--- src/hdl/sgp_pkg.sv ---
`timescale 1ns / 1ps
// ----------------------------------------------------------------------------
// sgp_pkg
// Shared types, codes and defaults for the shared group-ID pool.
// ----------------------------------------------------------------------------
package sgp_pkg;

    localparam int NUM_GROUPS_DEF = 64;
    localparam int NUM_SUBS_DEF   = 16;

    localparam logic [1:0] OP_GROUP_GET = 2'd0;
    localparam logic [1:0] OP_GROUP_PUT = 2'd1;
    localparam logic [1:0] OP_SUB_GET   = 2'd2;
    localparam logic [1:0] OP_SUB_PUT   = 2'd3;

    localparam logic [1:0] ST_OK        = 2'd0;
    localparam logic [1:0] ST_NO_SPACE  = 2'd1;
    localparam logic [1:0] ST_NOT_FOUND = 2'd2;

    typedef struct packed {
        logic [1:0]  op;
        logic [15:0] service_id;
        logic [9:0]  share_limit;
        logic [5:0]  group_in;
        logic [3:0]  sub_in;
    } req_t;

    typedef struct packed {
        logic [1:0] status;
        logic [5:0] group_out;
        logic [3:0] sub_out;
    } rsp_t;

    // Controller to datapath.
    typedef struct packed {
        logic load;
        logic scan;
        logic finish_get;
        logic rd;
        logic exec;
    } ctl_cmd_t;

    // Datapath to controller.
    typedef struct packed {
        logic hit;
        logic scan_last;
        logic is_get;
    } dp_stat_t;

endpackage

--- src/hdl/sgp_ram.sv ---
`timescale 1ns / 1ps
// ----------------------------------------------------------------------------
// sgp_ram
// Generic single-write, single-read RAM with registered read data.
// ----------------------------------------------------------------------------
module sgp_ram #(
    parameter int WIDTH = 8,
    parameter int DEPTH = 64
) (
    input  logic                     clk,
    input  logic                     wr_en,
    input  logic [$clog2(DEPTH)-1:0] wr_addr,
    input  logic [WIDTH-1:0]         wr_data,
    input  logic                     rd_en,
    input  logic [$clog2(DEPTH)-1:0] rd_addr,
    output logic [WIDTH-1:0]         rd_data
);

    logic [WIDTH-1:0] mem [DEPTH];
    logic [WIDTH-1:0] rd_data_reg;

    always_ff @(posedge clk)
    begin
        if (wr_en)
        begin
            mem[wr_addr] <= wr_data;
        end
        if (rd_en)
        begin
            rd_data_reg <= mem[rd_addr];
        end
    end

    assign rd_data = rd_data_reg;

endmodule

--- src/hdl/sgp_ctrl.sv ---
`timescale 1ns / 1ps
// ----------------------------------------------------------------------------
// sgp_ctrl
// Sequencer for the group-ID pool: scan for group get, read-modify-write
// for the other operations.
// ----------------------------------------------------------------------------
module sgp_ctrl (
    input  logic             clk,
    input  logic             rst_n,
    input  logic             start,
    input  sgp_pkg::dp_stat_t stat,
    output sgp_pkg::ctl_cmd_t cmd,
    output logic             busy
);

    localparam logic [2:0] S_IDLE  = 3'd0;
    localparam logic [2:0] S_SCAN  = 3'd1;
    localparam logic [2:0] S_DRAIN = 3'd2;
    localparam logic [2:0] S_READ  = 3'd3;
    localparam logic [2:0] S_EXEC  = 3'd4;

    logic [2:0] state_reg;
    logic [2:0] state_next;

    always_comb
    begin
        state_next = state_reg;
        cmd        = '0;
        unique case (state_reg)
            S_IDLE:
            begin
                if (start)
                begin
                    cmd.load   = 1'b1;
                    state_next = stat.is_get ? S_SCAN : S_READ;
                end
            end
            S_SCAN:
            begin
                if (stat.hit)
                begin
                    cmd.finish_get = 1'b1;
                    state_next     = S_IDLE;
                end
                else
                begin
                    cmd.scan = 1'b1;
                    if (stat.scan_last)
                    begin
                        state_next = S_DRAIN;
                    end
                end
            end
            S_DRAIN:
            begin
                cmd.finish_get = 1'b1;
                state_next     = S_IDLE;
            end
            S_READ:
            begin
                cmd.rd     = 1'b1;
                state_next = S_EXEC;
            end
            S_EXEC:
            begin
                cmd.exec   = 1'b1;
                state_next = S_IDLE;
            end
            default:
            begin
                state_next = S_IDLE;
            end
        endcase
    end

    always_ff @(posedge clk or negedge rst_n)
    begin
        if (!rst_n)
        begin
            state_reg <= S_IDLE;
        end
        else
        begin
            state_reg <= state_next;
        end
    end

    assign busy = (state_reg != S_IDLE);

endmodule

--- src/hdl/sgp_dpath.sv ---
`timescale 1ns / 1ps
// ----------------------------------------------------------------------------
// sgp_dpath
// Entry table, valid bits, scan counter and result register.
// ----------------------------------------------------------------------------
module sgp_dpath #(
    parameter int NUM_GROUPS = sgp_pkg::NUM_GROUPS_DEF,
    parameter int NUM_SUBS   = sgp_pkg::NUM_SUBS_DEF
) (
    input  logic              clk,
    input  logic              rst_n,
    input  sgp_pkg::req_t     request,
    input  sgp_pkg::ctl_cmd_t cmd,
    output sgp_pkg::dp_stat_t stat,
    output logic              done,
    output sgp_pkg::rsp_t     result
);

    localparam int AW     = $clog2(NUM_GROUPS);
    localparam int U_LSB  = NUM_SUBS;
    localparam int L_LSB  = NUM_SUBS + 10;
    localparam int S_LSB  = NUM_SUBS + 20;
    localparam int EW     = NUM_SUBS + 36;
    localparam logic [10:0] NG  = 11'(NUM_GROUPS);
    localparam logic [6:0]  NS  = 7'(NUM_SUBS);

    sgp_pkg::req_t req_reg;
    logic [NUM_GROUPS-1:0] valid_reg;
    logic [AW-1:0] cnt_reg;
    logic [AW-1:0] cmp_idx_reg;
    logic          cmp_vld_reg;
    logic          free_found_reg;
    logic [AW-1:0] free_idx_reg;
    logic          done_reg;
    sgp_pkg::rsp_t result_reg;

    logic          wr_en;
    logic [AW-1:0] wr_addr;
    logic [EW-1:0] wr_data;
    logic          rd_en;
    logic [AW-1:0] rd_addr;
    logic [EW-1:0] rd_data;

    logic [15:0]         e_svc;
    logic [9:0]          e_lim;
    logic [9:0]          e_users;
    logic [NUM_SUBS-1:0] e_map;
    logic [9:0]          users_dec;
    logic [NUM_SUBS-1:0] low_zero;
    logic [NUM_SUBS-1:0] clr_mask;
    logic [3:0]          sub_idx;
    logic [AW-1:0]       gaddr;
    logic                live;
    logic                hit;

    sgp_ram #(
        .WIDTH (EW),
        .DEPTH (NUM_GROUPS)
    ) u_ram (
        .clk     (clk),
        .wr_en   (wr_en),
        .wr_addr (wr_addr),
        .wr_data (wr_data),
        .rd_en   (rd_en),
        .rd_addr (rd_addr),
        .rd_data (rd_data)
    );

    assign e_map   = rd_data[NUM_SUBS-1:0];
    assign e_users = rd_data[U_LSB +: 10];
    assign e_lim   = rd_data[L_LSB +: 10];
    assign e_svc   = rd_data[S_LSB +: 16];
    assign users_dec = e_users - 10'd1;

    assign gaddr = AW'(req_reg.group_in);
    assign live  = (req_reg.group_in != 6'd0) && ({5'b0, req_reg.group_in} < NG)
                   && valid_reg[gaddr];

    assign hit = cmp_vld_reg && valid_reg[cmp_idx_reg] && (e_svc == req_reg.service_id)
                 && (e_lim == req_reg.share_limit) && (e_users < e_lim);

    // Lowest clear bit of the sub-ID map, one-hot.
    assign low_zero = ~e_map & (e_map + NUM_SUBS'(1));

    always_comb
    begin
        sub_idx  = '0;
        clr_mask = '0;
        for (int i = 0; i < NUM_SUBS; i++)
        begin
            if (low_zero[i])
            begin
                sub_idx = 4'(i);
            end
            clr_mask[i] = (7'(i) == {3'b0, req_reg.sub_in});
        end
    end

    assign stat.hit       = hit;
    assign stat.scan_last = (cnt_reg == AW'(NUM_GROUPS - 1));
    assign stat.is_get    = (request.op == sgp_pkg::OP_GROUP_GET);

    assign rd_en   = cmd.scan || cmd.rd;
    assign rd_addr = cmd.scan ? cnt_reg : gaddr;

    always_comb
    begin
        wr_en   = 1'b0;
        wr_addr = gaddr;
        wr_data = rd_data;
        if (cmd.finish_get)
        begin
            if (hit)
            begin
                wr_en   = 1'b1;
                wr_addr = cmp_idx_reg;
                wr_data[U_LSB +: 10] = e_users + 10'd1;
            end
            else if (free_found_reg)
            begin
                wr_en   = 1'b1;
                wr_addr = free_idx_reg;
                wr_data = {req_reg.service_id, req_reg.share_limit, 10'd1,
                           {NUM_SUBS{1'b0}}};
            end
        end
        else if (cmd.exec && live)
        begin
            case (req_reg.op)
                sgp_pkg::OP_GROUP_PUT:
                begin
                    wr_en = 1'b1;
                    wr_data[U_LSB +: 10] = users_dec;
                end
                sgp_pkg::OP_SUB_GET:
                begin
                    wr_en = 1'b1;
                    wr_data[NUM_SUBS-1:0] = e_map | low_zero;
                end
                default:
                begin
                    wr_en = ({3'b0, req_reg.sub_in} < NS);
                    wr_data[NUM_SUBS-1:0] = e_map & ~clr_mask;
                end
            endcase
        end
    end

    always_ff @(posedge clk)
    begin
        if (cmd.load)
        begin
            req_reg <= request;
        end
        if (cmd.scan)
        begin
            cmp_idx_reg <= cnt_reg;
        end
    end

    always_ff @(posedge clk or negedge rst_n)
    begin
        if (!rst_n)
        begin
            valid_reg      <= '0;
            cnt_reg        <= '0;
            cmp_vld_reg    <= 1'b0;
            free_found_reg <= 1'b0;
            free_idx_reg   <= '0;
            done_reg       <= 1'b0;
            result_reg     <= '0;
        end
        else
        begin
            done_reg <= cmd.finish_get || cmd.exec;
            if (cmd.load)
            begin
                cnt_reg        <= AW'(1);
                cmp_vld_reg    <= 1'b0;
                free_found_reg <= 1'b0;
            end
            else if (cmd.scan)
            begin
                cnt_reg     <= cnt_reg + AW'(1);
                cmp_vld_reg <= 1'b1;
                if (!free_found_reg && !valid_reg[cnt_reg])
                begin
                    free_found_reg <= 1'b1;
                    free_idx_reg   <= cnt_reg;
                end
            end
            if (cmd.finish_get)
            begin
                result_reg <= '0;
                if (hit)
                begin
                    result_reg.group_out <= 6'(cmp_idx_reg);
                end
                else if (free_found_reg)
                begin
                    valid_reg[free_idx_reg] <= 1'b1;
                    result_reg.group_out    <= 6'(free_idx_reg);
                end
                else
                begin
                    result_reg.status <= sgp_pkg::ST_NO_SPACE;
                end
            end
            if (cmd.exec)
            begin
                result_reg <= '0;
                case (req_reg.op)
                    sgp_pkg::OP_GROUP_PUT:
                    begin
                        if (!live)
                        begin
                            result_reg.status <= sgp_pkg::ST_NOT_FOUND;
                        end
                        else if (users_dec == 10'd0)
                        begin
                            valid_reg[gaddr] <= 1'b0;
                        end
                    end
                    sgp_pkg::OP_SUB_GET:
                    begin
                        if (live)
                        begin
                            if (low_zero == '0)
                            begin
                                result_reg.status <= sgp_pkg::ST_NO_SPACE;
                            end
                            else
                            begin
                                result_reg.sub_out <= sub_idx;
                            end
                        end
                    end
                    default:
                    begin
                    end
                endcase
            end
        end
    end

    assign done   = done_reg;
    assign result = result_reg;

endmodule

--- src/hdl/shared_group_id_pool_with_sub_ids.sv ---
`timescale 1ns / 1ps
// ----------------------------------------------------------------------------
// shared_group_id_pool_with_sub_ids
// Reference-counted group-ID allocator with per-group sub-ID bitmaps.
// ----------------------------------------------------------------------------
// A request word is taken when start is high and busy is low. Its result
// word appears on result, marked by done for a single cycle, and the
// receiver cannot stall it. A group get walks the entry table one entry per
// cycle through the single RAM read port, stopping early on a match; put,
// sub-ID get and sub-ID put read the addressed entry once. Busy stays high
// until the cycle in which done is raised.
module shared_group_id_pool_with_sub_ids #(
    parameter int NUM_GROUPS = sgp_pkg::NUM_GROUPS_DEF,
    parameter int NUM_SUBS   = sgp_pkg::NUM_SUBS_DEF
) (
    input  logic          clk,
    input  logic          rst_n,
    input  logic          start,
    output logic          busy,
    input  sgp_pkg::req_t request,
    output logic          done,
    output sgp_pkg::rsp_t result
);

    sgp_pkg::ctl_cmd_t cmd;
    sgp_pkg::dp_stat_t stat;

    // The controller sequences the scan and the read-modify-write steps.
    sgp_ctrl u_ctrl (
        .clk   (clk),
        .rst_n (rst_n),
        .start (start),
        .stat  (stat),
        .cmd   (cmd),
        .busy  (busy)
    );

    // The datapath owns the entry RAM, the valid bits and the result word.
    sgp_dpath #(
        .NUM_GROUPS (NUM_GROUPS),
        .NUM_SUBS   (NUM_SUBS)
    ) u_dpath (
        .clk     (clk),
        .rst_n   (rst_n),
        .request (request),
        .cmd     (cmd),
        .stat    (stat),
        .done    (done),
        .result  (result)
    );

    // A result word is only shown once the controller has gone idle.
    a_done_idle: assert property (@(posedge clk) disable iff (!rst_n)
        done |-> !busy)
        else $error("result word shown while busy");

    // An accepted request always makes the block busy next cycle.
    a_accept_busy: assert property (@(posedge clk) disable iff (!rst_n)
        (start && !busy) |=> busy)
        else $error("accepted request did not start work");

    // A result is produced only after a busy period ends.
    a_done_after_busy: assert property (@(posedge clk) disable iff (!rst_n)
        done |-> $past(busy))
        else $error("result word without a request");

    // Status never carries the unused code.
    a_status_code: assert property (@(posedge clk) disable iff (!rst_n)
        done |-> (result.status == sgp_pkg::ST_OK || result.status == sgp_pkg::ST_NO_SPACE
                  || result.status == sgp_pkg::ST_NOT_FOUND))
        else $error("bad status code");

endmodule

--- config.mk ---
export PLATFORM = sky130hd
export DESIGN_NAME = shared_group_id_pool_with_sub_ids
export DESIGN_NICKNAME = d
export VERILOG_FILES = /design/src/hdl/sgp_pkg.sv /design/src/hdl/sgp_ram.sv /design/src/hdl/sgp_ctrl.sv /design/src/hdl/sgp_dpath.sv /design/src/hdl/shared_group_id_pool_with_sub_ids.sv
export SDC_FILE = /design/constraint.sdc
export NUM_CORES = 2
export LEC_CHECK = 0
export ABC_AREA = 1
export BUFFER_PORTS_ARGS = -buffer_cell sky130_fd_sc_hd__buf_2
export CORE_MARGIN = 5
export CORE_UTILIZATION = 44
export DETAILED_ROUTE_END_ITERATION = 10
export PLACE_DENSITY = 0.59
export SLEW_MARGIN = 20
export SYNTH_ARGS = -nofsm -noshare
export SYNTH_HDL_FRONTEND = slang
export SYNTH_HIERARCHICAL = 1
export SYNTH_SLANG_ARGS = --single-unit
--- constraint.sdc ---
create_clock -name clk -period 10.2 [get_ports clk]
set_clock_uncertainty 0.2 [all_clocks]
set_input_delay 0.51 -clock clk [delete_from_list [all_inputs] [get_ports clk]]
set_output_delay 0.51 -clock clk [all_outputs]
set_load 0.05 [all_outputs]
# ---- Yosys cells after proc, flatten, opt, wreduce, memory -nomap -nowiden
# Memories as Yosys holds them, arrays and structs flattened. A register that Yosys moved wholly into a read port is not among the register bits.
# Index checks and enable logic that the tools add are counted.
dict set report classes {
  add_sub_neg 4
  magnitude_cmp 7
  eq_ne 26
  n_mux 84
  bitwise_logic 9
  n_reduce_logical 26
}
# operator n
set op_table {}
lappend op_table {{2-to-1 mux 64 bit} 7}
lappend op_table {{2-to-1 mux 26 bit} 4}
lappend op_table {{2-to-1 mux 4 bit} 17}
lappend op_table {{bitwise AND 64 bit} 1}
lappend op_table {{inverter 64 bit} 1}
lappend op_table {{OR 64 bit} 1}
lappend op_table {{2-to-1 mux 52 bit} 1}
lappend op_table {{2-to-1 mux 6 bit} 8}
lappend op_table {{bitwise AND 16 bit} 2}
lappend op_table {{equality test 4 bit (first input constant)} 8}
lappend op_table {{inverter 16 bit} 2}
lappend op_table {{case mux 16 bit (2 select lines)} 1}
lappend op_table {{less-than comparator 6 x 7 -> 1 bit (second input constant)} 4}
lappend op_table {{2-to-1 mux 1 bit} 27}
lappend op_table {{2-to-1 mux 12 bit} 2}
lappend op_table {{2-to-1 mux 10 bit} 2}
lappend op_table {{binary-select mux 1 bit (select 6 bit)} 3}
lappend op_table {{adder 16 x 1 -> 16 bit (second input constant)} 1}
lappend op_table {{equality test 16 bit} 1}
lappend op_table {{equality test 3 x 4 -> 1 bit (first input constant)} 4}
lappend op_table {{logical NOT 16 bit} 1}
lappend op_table {{2-to-1 mux 16 bit} 1}
lappend op_table {{OR 16 bit} 1}
lappend op_table {{demux 1 bit (select 6 bit)} 2}
lappend op_table {{other kinds (34)} 54}
dict set report totals {
  ff_bits 138
  ramBits 3328
  input_bits 41
  output_inout_bits 14
  n_memories 1
}
# memory depth word_bits read_ports rd_ports_with_merged_regs write_ports line_no
set mem_list {}
lappend mem_list {u_dpath.u_ram.mem 64 52 1 1 1 sgp_ram.sv:19} ;# logic [WIDTH-1:0] mem [DEPTH];

# ---- Longest topological paths before layout
dict set report depth {
  word_depth 21
  depth_mapped 33
  depth_no_buf 27
}

# ---- Cells and area by module
# Netlist, hierarchy kept.
# module n_inst cells_per_inst area_per_inst_um2 seq_area_each_um2
set modules_own_cells {}
lappend modules_own_cells {sgp_ram 1 10944 134791.8 101497.3}
lappend modules_own_cells {sgp_dpath 1 1604 10497.6 3598.5}
lappend modules_own_cells {sgp_ctrl 1 30 198.9 75.1}

# ---- Worst setup path before layout
# Ideal clock, no wire load.
dict set report synth_timing {
  path_type {register to register}
  startpoint {reg u_dpath.u_ram.rd_data_reg[25], in the netlist u_dpath/u_ram/rd_data[25] (read register of u_dpath.u_ram.mem)}
  endpoint {mem u_dpath/u_ram/mem[50][0] (netlist bit) (enable)}
  setup_time_ns 0.592
  arrival_ns 8.316
  slack_ns 1.091
  stages_incl_launch_ff 22
  path_buffers 5
  path_cell_list {edfxtp_1 > ha_1 > nand2_1 > nand2_1 > nor2_1 > nand4_1 > nor2_1 > nand2_1 > a21oi_1 > nand3_2 > buf_2 > inv_1 > buf_4 > nor2_4 > nor3_1 > clkbuf_1 > clkbuf_1 > o21ai_0 > o22ai_1 > clkbuf_1 > inv_1 > nor4_1}
}
# item line_no
set synth_rtl {}
lappend synth_rtl {{from (decl)} sgp_ram.sv:20} ;# logic [WIDTH-1:0] rd_data_reg;
lappend synth_rtl {{to (decl)} sgp_ram.sv:19}

==> results.yml <==
global_routing:
  groute.usage.overall_pct: 26.1
  grt_pass1_vias: 94400
  overflow: 0
  grt_start_max_net_pins: 201
  antenna_found_initial: 27
  grt_pass1_wl_mm: 662
detailed_routing:
  wire_per_inst_um: 26.6
  highest_layer: "met5"
  ant_nets: 0
  dr_wl_met2_mm: 211
  drt-pass1-iter-count: 7
  drc: 0
  via_count: 100000
  wirelength_mm: 456
  drt-initial-drc-count: 13300
  met1_length_mm: 185
  wl_met3_mm: 45.1
  viasPerCell: 5.83
placed_design:
  io_buffers: 54
  dpl-instance-area_um2: 151000
  gp_congestion: 0.931
  place_hpwl_mm: 242
sta:
  rsz0062_at_grt: "false"
  tightest_slew_ns: 1.23
  min_period_over_period_pct: 71.6
  max_slew_margin_pct: 18.1
  slew_violations: 0
  setup_tns_ns: 0
  hold_violations: 0
  setup_viol: 0
  worst_hold_slack_ns: 0.0904
  fmax_mhz: 137
  min_period_ns: 7.30
status:
  status: "finished, final reports clean"
worst_setup_path:
  crit_start: "u_dpath/cmp_idx_reg[0]"
  r2r_cells: 20
  crit_path_top_delay_cell: "nand4_1"
  crit_fanout: 35
  r2r_start: "u_dpath/cmp_idx_reg[0]"
  endpoint_kind: "register"
  cpPeakStageDelay_ns: 1.05
  critPathRequiredTime_ns: 10.53
  crit_arrival_ns: 7.63
  crit_type: "reg2reg"
  worst-path-stages: 20
  r2r_end: "u_dpath/u_ram/mem[5][50]"
  worst-path-buf-inv: 5
  worstPathCellList: "buf_4 > inv_2 > nand2_1 > nand3_1 > nand3_1 > nand2_1 > nand2_1 > nand3_1 > nand2_1 > nand2_1 > nand3_2 > inv_1 > nor2_4 > nor3_2 > buf_4 > o21ai_0 > o22ai_2 > nand4_1 > nor2_4 > buf_4"
  start_kind: "register"
  r2r_slack_ns: 2.90
  critPathTopFamily: "simple AND/OR/NAND/NOR gates"
  crit_end: "u_dpath/u_ram/mem[5][50]"
  timing.critical_path.mode_cell: "nand2_1"
logic_synthesis:
  ys_seq_area_share_pct: 72.3
  avgSynthCellArea_um2: 11.6
  synthArstFlopShare_pct: 2.67
  synth_flop_cell: "edfxtp_1"
  netlist.area_leader.share_pct: 70.7
  synth_cell_types: 50
  synth_top_area_cell: "edfxtp_1"
  synthesis.area_um2: 145000
  syn_nets: 12600
  synthTopCellsByArea: "edfxtp_1 71%, nand3_1 11%, nand2_1 11%"
  synth_edf_count: 3424
  synthCells: 12600
  synth_warnings: 6
  ys_ff_latch: 3518
power:
  powerDensity_nw_per_um2: 325
  total_power_mw: 52.9
  leakagePower_nw: 58.0
  ir_worst_vdd_v: 0.000334
job:
  drv_cap: 0
clock_tree:
  cts_hold_buf: 42
  clk_latency_ns: 0.94
  cts_num_sinks: 3518
  cts-buffers-inserted: 359
  clk_pin_slew_ns: 0.06
  root_buffer: "clkbuf_16"
  cts_buffer_depth: 4
  cts_tree: "done"
  cts-resized-gates: 0
  htreeDepth: 5
  postCtsSetupBuffers: 0
floorplanning:
  die_h_um: 585
  ios: 55
  die_area_um2: 342000
  fp.dieW_um: 585
  start_util_pct: 44.1
  core_area_um2: 330000
  row_count: 211
finish:
  stdcell_area_um2: 163000
  final_nets: 12600
  post-route-util_pct: 49.5
  area_growth_pct: 12.1
  final_common_cell: "nand2_1"
  largest_register_ffs: 3328
  drive_above_1_share_pct: 7.91
  layout_common_cells: "4126 x nand2_1, 3424 x edfxtp_1, 3235 x nand3_1"
min_path:
  hold_path.class: "in2reg"
-- synth_stat cells (all sizes together), types with 15 or more instances --
| cell | n |
|---|---|
| buf | 637 |
| clkbuf | 164 |
| a21oi | 116 |
| nor2 | 218 |
| dfrtp | 94 |
| inv | 184 |
| nand2 | 4145 |
| nor3 | 21 |
| nand4 | 40 |
| ha | 15 |
| a31oi | 46 |
| o21ai | 122 |
| edfxtp | 3424 |
| o22ai | 23 |
| nor4 | 16 |
| nand3 | 3242 |
-- through the flow --
stage | cells | setup WS (ns)
6_report | 17200 | 2.90
5_1_grt | 17200 | 2.69
4_1_cts | 17200 | 2.67
3_5_place_dp | 16500 | 2.69
3_3_place_gp | 16500 | 2.79
2_1_floorplan | 12600 | 1.09
-- worst register-to-register path: cells and delay by family, from the launching register on --
kind | cells | cell delay, ns
buffers and inverters | 5 | 2.15
and+or+nand+nor | 13 | 3.24
AOI/OAI and AO/OA | 2 | 0.91
DFF | 1 | 0.35
-- logic make-up (layout without fill, tap and decap cells) --
| family | Yosys count | count (layout) | synth area share (%) |
|---|---|---|---|
| simple gates | 7694 | 7694 | 22.9 |
| xor+xnor | 13 | 13 | 0.0783 |
| fa+ha+maj | 15 | 15 | 0.129 |
| compound gates | 339 | 339 | 1.29 |
| flops | 3518 | 3518 | 72.3 |
| buf+inv | 992 | 1213 | 3.32 |
| other cells | 0 | 5 | 0 |
| mux | 7 | 7 | 0.0482 |
-- power by group --
| group | leakage [nW] | total (mW) | internal (mW) | switching (mW) |
|---|---|---|---|---|
| Sequential | 32.2 | 19.4 | 19.1 | 0.318 |
| Combinational | 20.1 | 20.4 | 4.66 | 15.8 |
| Clock | 5.66 | 13.1 | 7.53 | 5.59 |
-- metal layers --
layer / global-route usage [%] / up-vias
met1: 36.8 / 49600
met2: 41.1 / 5293
li1: - / 44400
met3: 4.89 / 792
met5: 0 / -
met4: 8.37 / 4
-- layout make-up --
class | count | area (µm²)
fillers | 28600 | 167000
inverters | 191 | 762
repair buffers | 370 | 3550
multi-input cells | 8068 | 36500
clock buffers | 446 | 9480
clock inverters | 206 | 2180
diodes | 5 | 12.5
well taps | 4366 | 5460
flip-flops and latches | 3518 | 105000
-- worst min path at each step --
stage | startpoint | end | slack [ns] | depth (start not counted)
6_report | request[3] | u_dpath/req_reg[3] | 0.09 | 2
5_1_grt | request[3] | u_dpath/req_reg[3] | 0.06 | 2
4_1_cts | request[17] | u_dpath/req_reg[17] | 0.02 | 2
3_5_place_dp | u_dpath/result[3] | u_dpath/result[3] | 0.27 | 2
3_3_place_gp | u_dpath/result[11] | u_dpath/result[11] | 0.28 | 2
2_1_floorplan | rst_n | u_ctrl/state_reg[0] | 0.01 | 0
No activity file was read; power rests on OpenSTA's default activity.
